[src/hdl/bounded_array_list_engine_defines.svh]
// ----------------------------------------------------------------------------
// Bounded array list engine: assertion macros
// Concurrent checks on the rising edge of clk, off while rst_n is low.
// ----------------------------------------------------------------------------
`ifndef BOUNDED_ARRAY_LIST_ENGINE_DEFINES_SVH
`define BOUNDED_ARRAY_LIST_ENGINE_DEFINES_SVH

// same-cycle implication
`define BALE_ASSERT_NOW(label, ante, cons, msg) \
  label: assert property (@(posedge clk) disable iff (!rst_n) (ante) |-> (cons)) \
    else $error(msg);

// next-cycle implication
`define BALE_ASSERT_NEXT(label, ante, cons, msg) \
  label: assert property (@(posedge clk) disable iff (!rst_n) (ante) |=> (cons)) \
    else $error(msg);

`endif

[src/hdl/bale_pkg.sv]
// ----------------------------------------------------------------------------
// Bounded array list engine package
// Field widths, operation and status codes, default sizes.
// ----------------------------------------------------------------------------
package bale_pkg;

  localparam int CAPACITY_DEF   = 64;
  localparam int DATA_WIDTH_DEF = 32;

  localparam int OP_W    = 3;
  localparam int IDX_W   = 6;
  localparam int VALUE_W = 32;
  localparam int STAT_W  = 2;
  localparam int POS_W   = 6;
  localparam int CNT_W   = 7;

  typedef enum logic [OP_W-1:0] {
    OP_APPEND = 3'd0,
    OP_INSERT = 3'd1,
    OP_GET    = 3'd2,
    OP_INDEX  = 3'd3,
    OP_REMOVE = 3'd4,
    OP_CLEAR  = 3'd5
  } op_t;

  typedef enum logic [STAT_W-1:0] {
    ST_OK        = 2'd0,
    ST_FULL      = 2'd1,
    ST_BAD_INDEX = 2'd2,
    ST_NOT_FOUND = 2'd3
  } status_t;

endpackage

[src/hdl/bale_if.sv]
// ----------------------------------------------------------------------------
// Bounded array list engine channels
// Request and result channels with valid/ready handshake.
// ----------------------------------------------------------------------------
interface bale_in_if import bale_pkg::*; ();
  logic               valid;
  logic               ready;
  logic [OP_W-1:0]    operation;
  logic [IDX_W-1:0]   index;
  logic [VALUE_W-1:0] value;

  modport source (output valid, operation, index, value, input ready);
  modport sink (input valid, operation, index, value, output ready);
endinterface

interface bale_out_if import bale_pkg::*; ();
  logic               valid;
  logic               ready;
  logic [STAT_W-1:0]  status;
  logic [VALUE_W-1:0] data;
  logic [POS_W-1:0]   position;
  logic [CNT_W-1:0]   count;

  modport source (output valid, status, data, position, count, input ready);
  modport sink (input valid, status, data, position, count, output ready);
endinterface

[src/hdl/bale_store.sv]
// ----------------------------------------------------------------------------
// Bounded array list engine store
// Entry memory: one write port, one read port with registered read data.
// ----------------------------------------------------------------------------
module bale_store #(
  parameter int DEPTH = 64,
  parameter int WIDTH = 32
) (
  input  logic                     clk,
  input  logic                     wr_en,
  input  logic [$clog2(DEPTH)-1:0] wr_addr,
  input  logic [WIDTH-1:0]         wr_data,
  input  logic [$clog2(DEPTH)-1:0] rd_addr,
  output logic [WIDTH-1:0]         rd_data
);

  logic [WIDTH-1:0] mem [DEPTH];
  logic [WIDTH-1:0] rd_data_r;

  always_ff @(posedge clk) begin
    if (wr_en) begin
      mem[wr_addr] <= wr_data;
    end
    rd_data_r <= mem[rd_addr];
  end

  assign rd_data = rd_data_r;

endmodule

[src/hdl/bounded_array_list_engine.sv]
// ----------------------------------------------------------------------------
// Bounded array list engine
// Ordered list of up to CAPACITY words with append, insert, get, index-of,
// remove and clear, walked one entry per cycle through a two-port store.
// ----------------------------------------------------------------------------
// Usage:
//   in_if takes one operation per item (operation, index, value); out_if
//   returns exactly one result per item (status, data, position, count).
//   An item is taken when valid and ready are both high; in_if.ready is
//   high only while the engine is idle, one item at a time.
//   After the item is taken, a decode state runs; append, clear, bad index,
//   full, an unknown code and index-of on an empty list go from there
//   straight to the done state, which loads the result. Get waits on the
//   store's registered read first. Insert and remove shift every entry from
//   index to the end; index-of compares entries from position zero until a
//   hit or the end of the list. The walks are set by the store's single
//   read and single write port: every shift or compare moves one entry. The
//   next item can be taken at the edge after the result loads.
//   The result sits in an output register; while out_if.ready is low the
//   next item is still accepted and processed, and its result waits in a
//   done state until the register frees.
//   Reset empties the list (count zero) and drops any held result; the
//   stored words are left as they were and are never read unwritten.
// ----------------------------------------------------------------------------
`include "bounded_array_list_engine_defines.svh"

module bounded_array_list_engine import bale_pkg::*; #(
  parameter int CAPACITY   = CAPACITY_DEF,
  parameter int DATA_WIDTH = DATA_WIDTH_DEF
) (
  input  logic       clk,
  input  logic       rst_n,
  bale_in_if.sink    in_if,
  bale_out_if.source out_if
);

  localparam int AW = $clog2(CAPACITY);
  localparam int CW = $clog2(CAPACITY + 1);
  localparam int XW = (CW > IDX_W) ? CW : IDX_W;

  typedef enum logic [2:0] {
    S_IDLE,
    S_DECODE,
    S_GET_WAIT,
    S_SHIFT_UP,
    S_SHIFT_DN,
    S_SEARCH,
    S_DONE
  } state_t;

  state_t                state_r, state_nxt;
  logic [CW-1:0]         count_r, count_nxt;
  logic [OP_W-1:0]       op_r, op_nxt;
  logic [IDX_W-1:0]      idx_r, idx_nxt;
  logic [DATA_WIDTH-1:0] word_r, word_nxt;
  logic [AW-1:0]         ptr_r, ptr_nxt;
  logic                  pend_r, pend_nxt;
  logic [AW-1:0]         paddr_r, paddr_nxt;
  logic                  last_r, last_nxt;
  logic [STAT_W-1:0]     res_status_r, res_status_nxt;
  logic [VALUE_W-1:0]    res_data_r, res_data_nxt;
  logic [POS_W-1:0]      res_pos_r, res_pos_nxt;
  logic                  out_valid_r, out_valid_nxt;
  logic [STAT_W-1:0]     out_status_r, out_status_nxt;
  logic [VALUE_W-1:0]    out_data_r, out_data_nxt;
  logic [POS_W-1:0]      out_pos_r, out_pos_nxt;
  logic [CNT_W-1:0]      out_count_r, out_count_nxt;

  logic                  wr_en;
  logic [AW-1:0]         wr_addr;
  logic [DATA_WIDTH-1:0] wr_data;
  logic [AW-1:0]         rd_addr;
  logic [DATA_WIDTH-1:0] rd_data;

  logic                  in_take;
  logic                  out_free;
  logic                  full;
  logic                  bad_idx;
  logic [AW-1:0]         idx_a;
  logic [AW-1:0]         cnt_m1_a;
  logic                  walking;

  bale_store #(
    .DEPTH (CAPACITY),
    .WIDTH (DATA_WIDTH)
  ) u_store (
    .clk     (clk),
    .wr_en   (wr_en),
    .wr_addr (wr_addr),
    .wr_data (wr_data),
    .rd_addr (rd_addr),
    .rd_data (rd_data)
  );

  assign in_if.ready     = (state_r == S_IDLE);
  assign in_take         = in_if.valid && in_if.ready;
  assign out_free        = !out_valid_r || out_if.ready;
  assign full            = (count_r == CW'(CAPACITY));
  assign bad_idx         = (XW'(idx_r) >= XW'(count_r));
  assign idx_a           = AW'(idx_r);
  assign cnt_m1_a        = AW'(count_r - CW'(1));
  assign walking         = (state_r == S_SHIFT_UP) || (state_r == S_SHIFT_DN) ||
                           (state_r == S_SEARCH);

  assign out_if.valid    = out_valid_r;
  assign out_if.status   = out_status_r;
  assign out_if.data     = out_data_r;
  assign out_if.position = out_pos_r;
  assign out_if.count    = out_count_r;

  always_comb begin
    state_nxt      = state_r;
    count_nxt      = count_r;
    op_nxt         = op_r;
    idx_nxt        = idx_r;
    word_nxt       = word_r;
    ptr_nxt        = ptr_r;
    pend_nxt       = pend_r;
    paddr_nxt      = paddr_r;
    last_nxt       = last_r;
    res_status_nxt = res_status_r;
    res_data_nxt   = res_data_r;
    res_pos_nxt    = res_pos_r;
    out_valid_nxt  = out_valid_r && !out_if.ready;
    out_status_nxt = out_status_r;
    out_data_nxt   = out_data_r;
    out_pos_nxt    = out_pos_r;
    out_count_nxt  = out_count_r;
    wr_en          = 1'b0;
    wr_addr        = paddr_r;
    wr_data        = rd_data;
    rd_addr        = ptr_r;

    // issue one read per cycle along the walk
    if (walking) begin
      if (!last_r) begin
        pend_nxt  = 1'b1;
        paddr_nxt = ptr_r;
        if (state_r == S_SHIFT_UP) begin
          if (ptr_r == idx_a) last_nxt = 1'b1;
          else ptr_nxt = ptr_r - AW'(1);
        end else begin
          if (ptr_r == cnt_m1_a) last_nxt = 1'b1;
          else ptr_nxt = ptr_r + AW'(1);
        end
      end else begin
        pend_nxt = 1'b0;
      end
    end

    unique case (state_r)
      S_IDLE: begin
        if (in_take) begin
          op_nxt    = in_if.operation;
          idx_nxt   = in_if.index;
          word_nxt  = DATA_WIDTH'(in_if.value);
          state_nxt = S_DECODE;
        end
      end
      S_DECODE: begin
        res_status_nxt = ST_OK;
        res_data_nxt   = '0;
        res_pos_nxt    = '0;
        pend_nxt       = 1'b0;
        last_nxt       = 1'b0;
        state_nxt      = S_DONE;
        unique case (op_r)
          OP_APPEND: begin
            if (full) begin
              res_status_nxt = ST_FULL;
            end else begin
              wr_en     = 1'b1;
              wr_addr   = AW'(count_r);
              wr_data   = word_r;
              count_nxt = count_r + CW'(1);
            end
          end
          OP_INSERT: begin
            if (bad_idx) begin
              res_status_nxt = ST_BAD_INDEX;
            end else if (full) begin
              res_status_nxt = ST_FULL;
            end else begin
              ptr_nxt   = cnt_m1_a;
              state_nxt = S_SHIFT_UP;
            end
          end
          OP_GET: begin
            if (bad_idx) begin
              res_status_nxt = ST_BAD_INDEX;
            end else begin
              rd_addr   = idx_a;
              state_nxt = S_GET_WAIT;
            end
          end
          OP_INDEX: begin
            if (count_r == '0) begin
              res_status_nxt = ST_NOT_FOUND;
            end else begin
              ptr_nxt   = '0;
              state_nxt = S_SEARCH;
            end
          end
          OP_REMOVE: begin
            if (bad_idx) begin
              res_status_nxt = ST_BAD_INDEX;
            end else begin
              ptr_nxt   = idx_a;
              state_nxt = S_SHIFT_DN;
            end
          end
          OP_CLEAR: begin
            count_nxt = '0;
          end
          default: begin
          end
        endcase
      end
      S_GET_WAIT: begin
        res_data_nxt = VALUE_W'(rd_data);
        state_nxt    = S_DONE;
      end
      S_SHIFT_UP: begin
        if (pend_r) begin
          wr_en   = 1'b1;
          wr_addr = paddr_r + AW'(1);
        end else if (last_r) begin
          wr_en     = 1'b1;
          wr_addr   = idx_a;
          wr_data   = word_r;
          count_nxt = count_r + CW'(1);
          state_nxt = S_DONE;
        end
      end
      S_SHIFT_DN: begin
        if (pend_r) begin
          if (paddr_r == idx_a) begin
            res_data_nxt = VALUE_W'(rd_data);
          end else begin
            wr_en   = 1'b1;
            wr_addr = paddr_r - AW'(1);
          end
        end else if (last_r) begin
          count_nxt = count_r - CW'(1);
          state_nxt = S_DONE;
        end
      end
      S_SEARCH: begin
        if (pend_r && (rd_data == word_r)) begin
          res_pos_nxt = POS_W'(paddr_r);
          state_nxt   = S_DONE;
        end else if (!pend_r && last_r) begin
          res_status_nxt = ST_NOT_FOUND;
          state_nxt      = S_DONE;
        end
      end
      S_DONE: begin
        if (out_free) begin
          out_valid_nxt  = 1'b1;
          out_status_nxt = res_status_r;
          out_data_nxt   = res_data_r;
          out_pos_nxt    = res_pos_r;
          out_count_nxt  = CNT_W'(count_r);
          state_nxt      = S_IDLE;
        end
      end
      default: begin
        state_nxt = S_IDLE;
      end
    endcase
  end

  always_ff @(posedge clk) begin
    if (!rst_n) begin
      state_r     <= S_IDLE;
      count_r     <= '0;
      pend_r      <= 1'b0;
      last_r      <= 1'b0;
      out_valid_r <= 1'b0;
    end else begin
      state_r     <= state_nxt;
      count_r     <= count_nxt;
      pend_r      <= pend_nxt;
      last_r      <= last_nxt;
      out_valid_r <= out_valid_nxt;
    end
    op_r         <= op_nxt;
    idx_r        <= idx_nxt;
    word_r       <= word_nxt;
    ptr_r        <= ptr_nxt;
    paddr_r      <= paddr_nxt;
    res_status_r <= res_status_nxt;
    res_data_r   <= res_data_nxt;
    res_pos_r    <= res_pos_nxt;
    out_status_r <= out_status_nxt;
    out_data_r   <= out_data_nxt;
    out_pos_r    <= out_pos_nxt;
    out_count_r  <= out_count_nxt;
  end

  `BALE_ASSERT_NOW(a_count_bound, 1'b1, count_r <= CW'(CAPACITY), "count above capacity")
  `BALE_ASSERT_NOW(a_write_busy, wr_en, (state_r != S_IDLE) && (state_r != S_DONE), "store write while idle")
  `BALE_ASSERT_NOW(a_write_range, wr_en, int'(wr_addr) < CAPACITY, "store write out of range")
  `BALE_ASSERT_NEXT(a_done_emit, (state_r == S_DONE) && out_free, out_valid_r && (state_r == S_IDLE), "result not loaded")

endmodule
[src/flat_wrapper.sv]
// flat-port wrapper written by rule: the top's interface ports become plain ports
module bounded_array_list_engine_flat import bale_pkg::*;
#(
  parameter int CAPACITY   = CAPACITY_DEF,
  parameter int DATA_WIDTH = DATA_WIDTH_DEF
)
  (clk, rst_n, in_if_valid, in_if_operation, in_if_index, in_if_value, in_if_ready, out_if_valid, out_if_status, out_if_data, out_if_position, out_if_count, out_if_ready);
  bale_in_if in_if_i ();
  bale_out_if out_if_i ();
  input  logic clk;
  input  logic rst_n;
  input wire logic [$bits(in_if_i.valid)-1:0] in_if_valid;
  input wire logic [$bits(in_if_i.operation)-1:0] in_if_operation;
  input wire logic [$bits(in_if_i.index)-1:0] in_if_index;
  input wire logic [$bits(in_if_i.value)-1:0] in_if_value;
  output wire logic [$bits(in_if_i.ready)-1:0] in_if_ready;
  output wire logic [$bits(out_if_i.valid)-1:0] out_if_valid;
  output wire logic [$bits(out_if_i.status)-1:0] out_if_status;
  output wire logic [$bits(out_if_i.data)-1:0] out_if_data;
  output wire logic [$bits(out_if_i.position)-1:0] out_if_position;
  output wire logic [$bits(out_if_i.count)-1:0] out_if_count;
  input wire logic [$bits(out_if_i.ready)-1:0] out_if_ready;
  assign in_if_i.valid = in_if_valid;
  assign in_if_i.operation = in_if_operation;
  assign in_if_i.index = in_if_index;
  assign in_if_i.value = in_if_value;
  assign in_if_ready = in_if_i.ready;
  assign out_if_valid = out_if_i.valid;
  assign out_if_status = out_if_i.status;
  assign out_if_data = out_if_i.data;
  assign out_if_position = out_if_i.position;
  assign out_if_count = out_if_i.count;
  assign out_if_i.ready = out_if_ready;
  bounded_array_list_engine #(.CAPACITY(CAPACITY), .DATA_WIDTH(DATA_WIDTH)) u_core (.clk(clk), .rst_n(rst_n), .in_if(in_if_i), .out_if(out_if_i));
endmodule
[config.mk]
export PLATFORM = sky130hd
export DESIGN_NAME = bounded_array_list_engine_flat
export DESIGN_NICKNAME = d
export VERILOG_FILES = /design/src/hdl/bale_pkg.sv /design/src/hdl/bale_if.sv /design/src/hdl/bale_store.sv /design/src/hdl/bounded_array_list_engine.sv /design/src/flat_wrapper.sv
export VERILOG_INCLUDE_DIRS = /design/src /design/src/hdl
export SDC_FILE = /design/constraint.sdc
export NUM_CORES = 2
export LEC_CHECK = 0
export BUFFER_PORTS_ARGS = -buffer_cell sky130_fd_sc_hd__buf_2
export CORE_MARGIN = 2
export CORE_UTILIZATION = 50
export CTS_BUF_LIST = sky130_fd_sc_hd__clkbuf_8
export DETAILED_ROUTE_END_ITERATION = 7
export PLACE_DENSITY = 0.76
export SETUP_SLACK_MARGIN = 0.4
export SKIP_CTS_REPAIR_TIMING = 1
export SLEW_MARGIN = 15
export SYNTH_ARGS = -nofsm -noshare
export SYNTH_HDL_FRONTEND = slang
export SYNTH_SLANG_ARGS = --single-unit
export TNS_END_PERCENT = 1
[constraint.sdc]
create_clock -name clk -period 4.9 [get_ports clk]
set_input_delay 0.49 -clock clk [delete_from_list [all_inputs] [get_ports clk]]
set_output_delay 0.49 -clock clk [all_outputs]
set_load 0.1 [all_outputs]
---- Yosys cells after proc, flatten, opt, wreduce, memory -nomap -nowiden ----
Memory sizes are Yosys's and may differ from the RTL's. A register that Yosys moved wholly into a read port is not among the register bits.
Cells that the tools add are included.
word-level totals
  register bits ........................... 153
  RAM bits ................................ 2048
  input port bits ......................... 45
  word-level logic and storage cells ...... 161
  memories ................................ 1
memory list
  memory              words  bits a word  read ports  clocked after memory_dff  wr ports  line              RTL
  u_core.u_store.mem  64     32           1           1                         1         bale_store.sv:17  logic [WIDTH-1:0] mem [DEPTH];
operators by class
  add/subtract/negate cells ............... 6
  $lt $le $gt $ge ......................... 1
  eq/ne operators ......................... 32
  multiplexer cells ....................... 75
  bitwise logic cells ..................... 2
  reduce and logical (&&, ||, !) cells .... 27
operators by type and width
  kind                                                                    count
  32-bit 2-to-1 mux                                                       6
  6-bit 2-to-1 mux                                                        20
  32-bit one-hot mux with 3 select lines                                  1
  32-bit one-hot mux with 2 select lines                                  1
  6-bit one-hot mux with 3 select lines                                   2
  7-bit 2-to-1 mux                                                        5
  32-bit equality test                                                    1
  3-bit 2-to-1 mux                                                        9
  7-bit one-hot mux with 3 select lines                                   1
  6-bit equality test                                                     3
  3-bit one-hot mux with 6 select lines                                   1
  1-bit 2-to-1 mux                                                        16
  2-bit != test (second input constant)                                   8
  3-bit equality test (second input constant)                             5
  2-bit 2-to-1 mux                                                        7
  7-bit one-hot mux with 2 select lines                                   1
  6-bit by 1-bit adder with 6-bit output (second input constant)          2
  3-bit by 2-bit equality test with 1-bit output (second input constant)  4
  3-bit one-hot mux with 4 select lines                                   1
  6-bit one-hot mux with 2 select lines                                   1
  6-bit by 1-bit subtractor with 6-bit output (second input constant)     2
  2-bit by 1-bit != test with 1-bit output (second input constant)        5
  3-bit != test (second input constant)                                   3
  2-bit one-hot mux with 4 select lines                                   1
  20 further kinds                                                        37

---- Depth between registers and ports, before layout ----
  word-level depth ........................ 10
  gate-level depth with buffers ........... 19
  depth with buffers taken out ............ 12

---- Modules after synthesis ----
From an unflattened synthesis, not the netlist that was laid out.
unflattened totals
  cell total of the unflattened synthesis .. 3993
  area total of the unflattened synthesis .. 86137.6 µm²
by module, submodules not included
  module                     times used  cells an instance  area each (µm²)  seq. area each (µm²)
  bale_store                 1           3356               78313.9          62139.6
  bounded_array_list_engine  1           637                7823.8           4404.2

---- Worst setup path after synthesis ----
Ideal clock, no wire load.
  path kind ............................... flip-flop to flip-flop
  from .................................... reg u_core.count_r[0]
  to ...................................... mem u_core.u_store.mem[0][22] (data pin)
  library setup time ...................... 0.701 ns
  arrival ................................. 4.660 ns
  data required time ...................... 4.199 ns
  setup slack ............................. -0.462 ns
  cell stages (with the launch flop) ...... 10
  clock period less this slack ............ 5.362 ns
  cell sequence ........................... dfxtp_1 > inv_1 > ha_1 > nor3b_1 > a2111oi_1 > and2_0 > clkbuf_1 > a21oi_1 > clkbuf_1 > o21ai_0
between the ends
  longest elaborated chain between the ends .. 4
RTL lines
  what                                    line                              RTL
  from (decl)                             bounded_array_list_engine.sv:52   logic [CW-1:0] count_r, count_nxt;
  from (signal assigned)                  bounded_array_list_engine.sv:282  count_r <= count_nxt;
  7-bit equality test                     bounded_array_list_engine.sv:98   assign full = (count_r == CW'(CAPACITY));
  32-bit 2-to-1 mux                       bounded_array_list_engine.sv:169  if (full) begin
  32-bit 2-to-1 mux                       bounded_array_list_engine.sv:167  unique case (op_r)
  32-bit one-hot mux with 2 select lines  bounded_array_list_engine.sv:151  unique case (state_r)
  named net u_core.u_store.wr_data[22]    bale_store.sv:12                  input logic [WIDTH-1:0] wr_data,
  to (decl)                               bale_store.sv:17
The timed path passes the listed nets, and every way through them passes these cells.

---- Worst setup path after layout ----
  from .................................... reg u_core.count_r[0]
  to ...................................... reg u_core.u_store.rd_data_r[29] (netlist: u_core.u_store.rd_data[29]), read port of u_core.u_store.mem
between the ends
  longest elaborated chain between the ends .. 4
RTL lines
  what                                                          line                              RTL
  6-bit by 7-bit greater-or-equal comparator with 1-bit output  bounded_array_list_engine.sv:99   assign bad_idx = (XW'(idx_r) >= XW'(count_r));
  6-bit 2-to-1 mux                                              bounded_array_list_engine.sv:189  if (bad_idx) begin
  6-bit 2-to-1 mux                                              bounded_array_list_engine.sv:167
  6-bit 2-to-1 mux                                              bounded_array_list_engine.sv:151
  to (decl)                                                     bale_store.sv:18                  logic [WIDTH-1:0] rd_data_r;
Every way passes these cells.
A chain may end at the register's enable or synchronous reset.

==> results.cfg <==
[worst_setup_path]
crit_cells = 15
crit_type = reg -> reg
cp_cell_sequence = buf_4 > ha_1 > nand2b_1 > a211oi_2 > o32ai_4 > o21ai_4 > and2_4 > buf_12 > buf_4 > buf_4 > mux2i_1 > o221ai_1 > a21oi_1 > a221o_1 > o21ai_1
cp_max_fo = 35
critPathBufInv = 4
cp-start-kind = flip-flop
critPathTopFamily = compound AO/OA/AOI/OAI gates
worst-endpoint-required_ps = 5840
reg2reg_slack_ps = 290
worstSetupEndpointType = flip-flop
critical_path_arrival_ps = 5550
rr_worst_depth = 15
cp_common_cell = buf_4
crit_slowest_cell = a221o_1
cpPeakStageDelay_ps = 470

[logic_synthesis]
yosysMostFrequentCell = edfxtp_1
synth_edf_count = 2182
ys_warn_count = 0
netlist_area_um2 = 88400
ys_types = 91
synth_common_cells = edfxtp_1, nand2_1, nand3_1, a21oi_1, mux2i_1
netlist.area_leader.share_pct = 74.1
synth_cells = 6242
ys_seq_area_share_pct = 75.3
synth_top_area_cell = edfxtp_1
async_flop_share_pct = 0
synth_nets = 6300
yosys-top-cells-area = edfxtp_1, nand2_1, mux2i_1
syn_area_per_cell_um2 = 14.2
synthFlopType = edfxtp_1
synth-seq-cells = 2233

[timing]
slew_violations = 0
rsz0062_at_grt = true
setup_violations = 0
min_period_over_period_pct = 94.1
max_freq_ghz = 0.217
worst_slew_pin_slew_ps = 1030
worst_slack_ps = 287
hold_ws_ps = 169
min_period_ps = 4610
hold_viol_final = 0
skew_ps = 92.8
slew_headroom_pct = 31.2

[route]
antenna_left = 0
wl_per_cell_um = 27.9
viasPerCell = 6.24
vias = 58600
routed_wl_um = 262000
firstDrtPassIters = 6
drt_iter0_drc = 9471
drcViolationCount = 0

[clock_network]
cts_root_buffer = clkbuf_8
clk_pin_slew_ps = 70
numCtsBuffers = 357
cts-htree-levels = 5
cts.sink_count = 2233
insertion_delay_ps = 1070
cts_tree = done
ctsLongestPathBuffers = 4

[pwr]
powerDensity_nw_per_um2 = 606
peakVddDrop_mv = 0.540
p_leak_nw = 35.1

[layout]
nFillCells = 13000
final_layout_size_suffix_gt1_share_pct = 15.8
fin_nets = 6841
syn_to_final_growth_pct = 15.8

[job]
maxCapViolations = 0

[die]
die_h_um = 424
dieWidth_um = 424
die_area_um2 = 180000
floorplan.initialDensity_pct = 50.2
fp-row-count = 154
core-area_um2 = 176000
ios = 94

[place]
gp_congestion = 0.955
place_ws_ps = -104
dp_hpwl_um = 160000
port_buffers = 93

[grt]
grt_max_degree = 87
grt_pass1_wl_um = 376000
grt_usage_pct = 28.4
antenna_found_initial = 14
grt_pass1_vias = 55600
grt-ovfl-total = 0

[hold_path]
hp-class = in -> reg
hold_depth = 2

[outcome]
status = finished, final reports clean
-- path summary, 6_finish.rpt --
check,startpoint,to
min reg2reg,u_core.res_data_r[4],u_core.out_if.data[4]
min,in_if_value[23],u_core.word_r[23]
max reg2reg,u_core.count_r[0],u_core.u_store.rd_data[29]
max,u_core.count_r[0],u_core.u_store.rd_data[29]
-- routing by layer --
layer  GRT usage (%)  up-vias  routed length (um)
met5               0        -                 100
li1                -    24700                   -
met1            39.0    28600               95100
met3            8.48      769               39000
met2            42.2     4606              115000
met4            12.7       10               12100
-- registers in the layout, summed over array words and instances, names as in the netlist, 7 cells and up --
signal,count
u_core.u_store.mem,2048
u_core.out_if.data,32
u_core.res_data_r,32
u_core.u_store.rd_data,32
u_core.word_r,32
u_core.count_r,7
u_core.out_if.count,7
-- through the flow --
step / power [W] / utilization, % / cells / TNS (ps) / cell area [um2]
global placement: 0.0463 / 54.3 / 8712 / -30.9 / 95500
floorplan: 0.0376 / - / 6242 / -919700 / 88400
global route: 0.0637 / 58.2 / 9383 / 0 / 102000
finish: 0.0620 / 58.2 / 9386 / 0 / 102000
CTS: 0.0611 / 57.8 / 9330 / -187 / 102000
detailed placement: 0.0468 / 54.3 / 8712 / -104 / 95500
-- logic make-up (layout without fill, tap and decap cells) --
family,after synthesis,after routing,share of synthesized area (%)
other,0,4,0
DFF,2233,2233,75.3
AOI/OAI and AO/OA,942,942,6.96
adders and majority gates,13,13,0.184
xor gates and xnor gates,62,62,0.630
buffers and inverters,409,1208,2.35
muxes,314,314,3.58
and+or+nand+nor,2269,2270,11.0
-- where the power goes --
group / internal (W) / switching [W] / total, W
logic: 0.00603 / 0.0155 / 0.0216
clock network: 0.00731 / 0.00718 / 0.0145
registers: 0.0250 / 0.000959 / 0.0259
-- layout by cell type, fill, tap and decap left out, types with 17 or more instances in the layout --
| cell | synthesis | routed |
|---|---|---|
| a22o_1 | 18 | 18 |
| nor2_1 | 135 | 69 |
| a31oi_1 | 173 | 169 |
| xnor2_1 | 44 | 44 |
| buf_2 | 155 | 93 |
| dlygate4sd3_1 | 0 | 43 |
| nor4_1 | 32 | 32 |
| inv_1 | 24 | 153 |
| and2_1 | 38 | 34 |
| nor2_4 | 1 | 68 |
| nand4_1 | 81 | 81 |
| o21ai_0 | 72 | 43 |
| clkinv_1 | 1 | 66 |
| a21oi_1 | 317 | 312 |
| o2111ai_1 | 17 | 17 |
| o221ai_1 | 49 | 49 |
| o21ai_4 | 0 | 31 |
| clkbuf_8 | 0 | 368 |
| nor3_1 | 26 | 25 |
| buf_4 | 39 | 312 |
| buf_12 | 0 | 117 |
| o22ai_1 | 73 | 72 |
| nand2_1 | 1511 | 1508 |
| and3_1 | 44 | 44 |
| clkinv_2 | 0 | 37 |
| edfxtp_1 | 2182 | 2182 |
| a32oi_1 | 40 | 40 |
| dfxtp_1 | 51 | 51 |
| nand3_1 | 334 | 334 |
| mux2i_1 | 304 | 302 |
| a211oi_1 | 33 | 32 |
| xor2_1 | 17 | 17 |
-- cell type report --
| type | count | area, um2 | share of cell area (%) |
|---|---|---|---|
| Clock buffer | 368 | 5060 | 4.95 |
| Timing Repair Buffer | 565 | 5580 | 5.45 |
| Multi-Input combinational cell | 3601 | 20900 | 20.4 |
| Clock inverter | 250 | 1230 | 1.20 |
| Tap cell | 2340 | 2930 | 2.86 |
| Inverter | 25 | 93.8 | 0.0917 |
| Antenna cell | 4 | 10.0 | 0.00978 |
| Sequential cell | 2233 | 66500 | 65.0 |
Power figures use the tool's default switching activity.
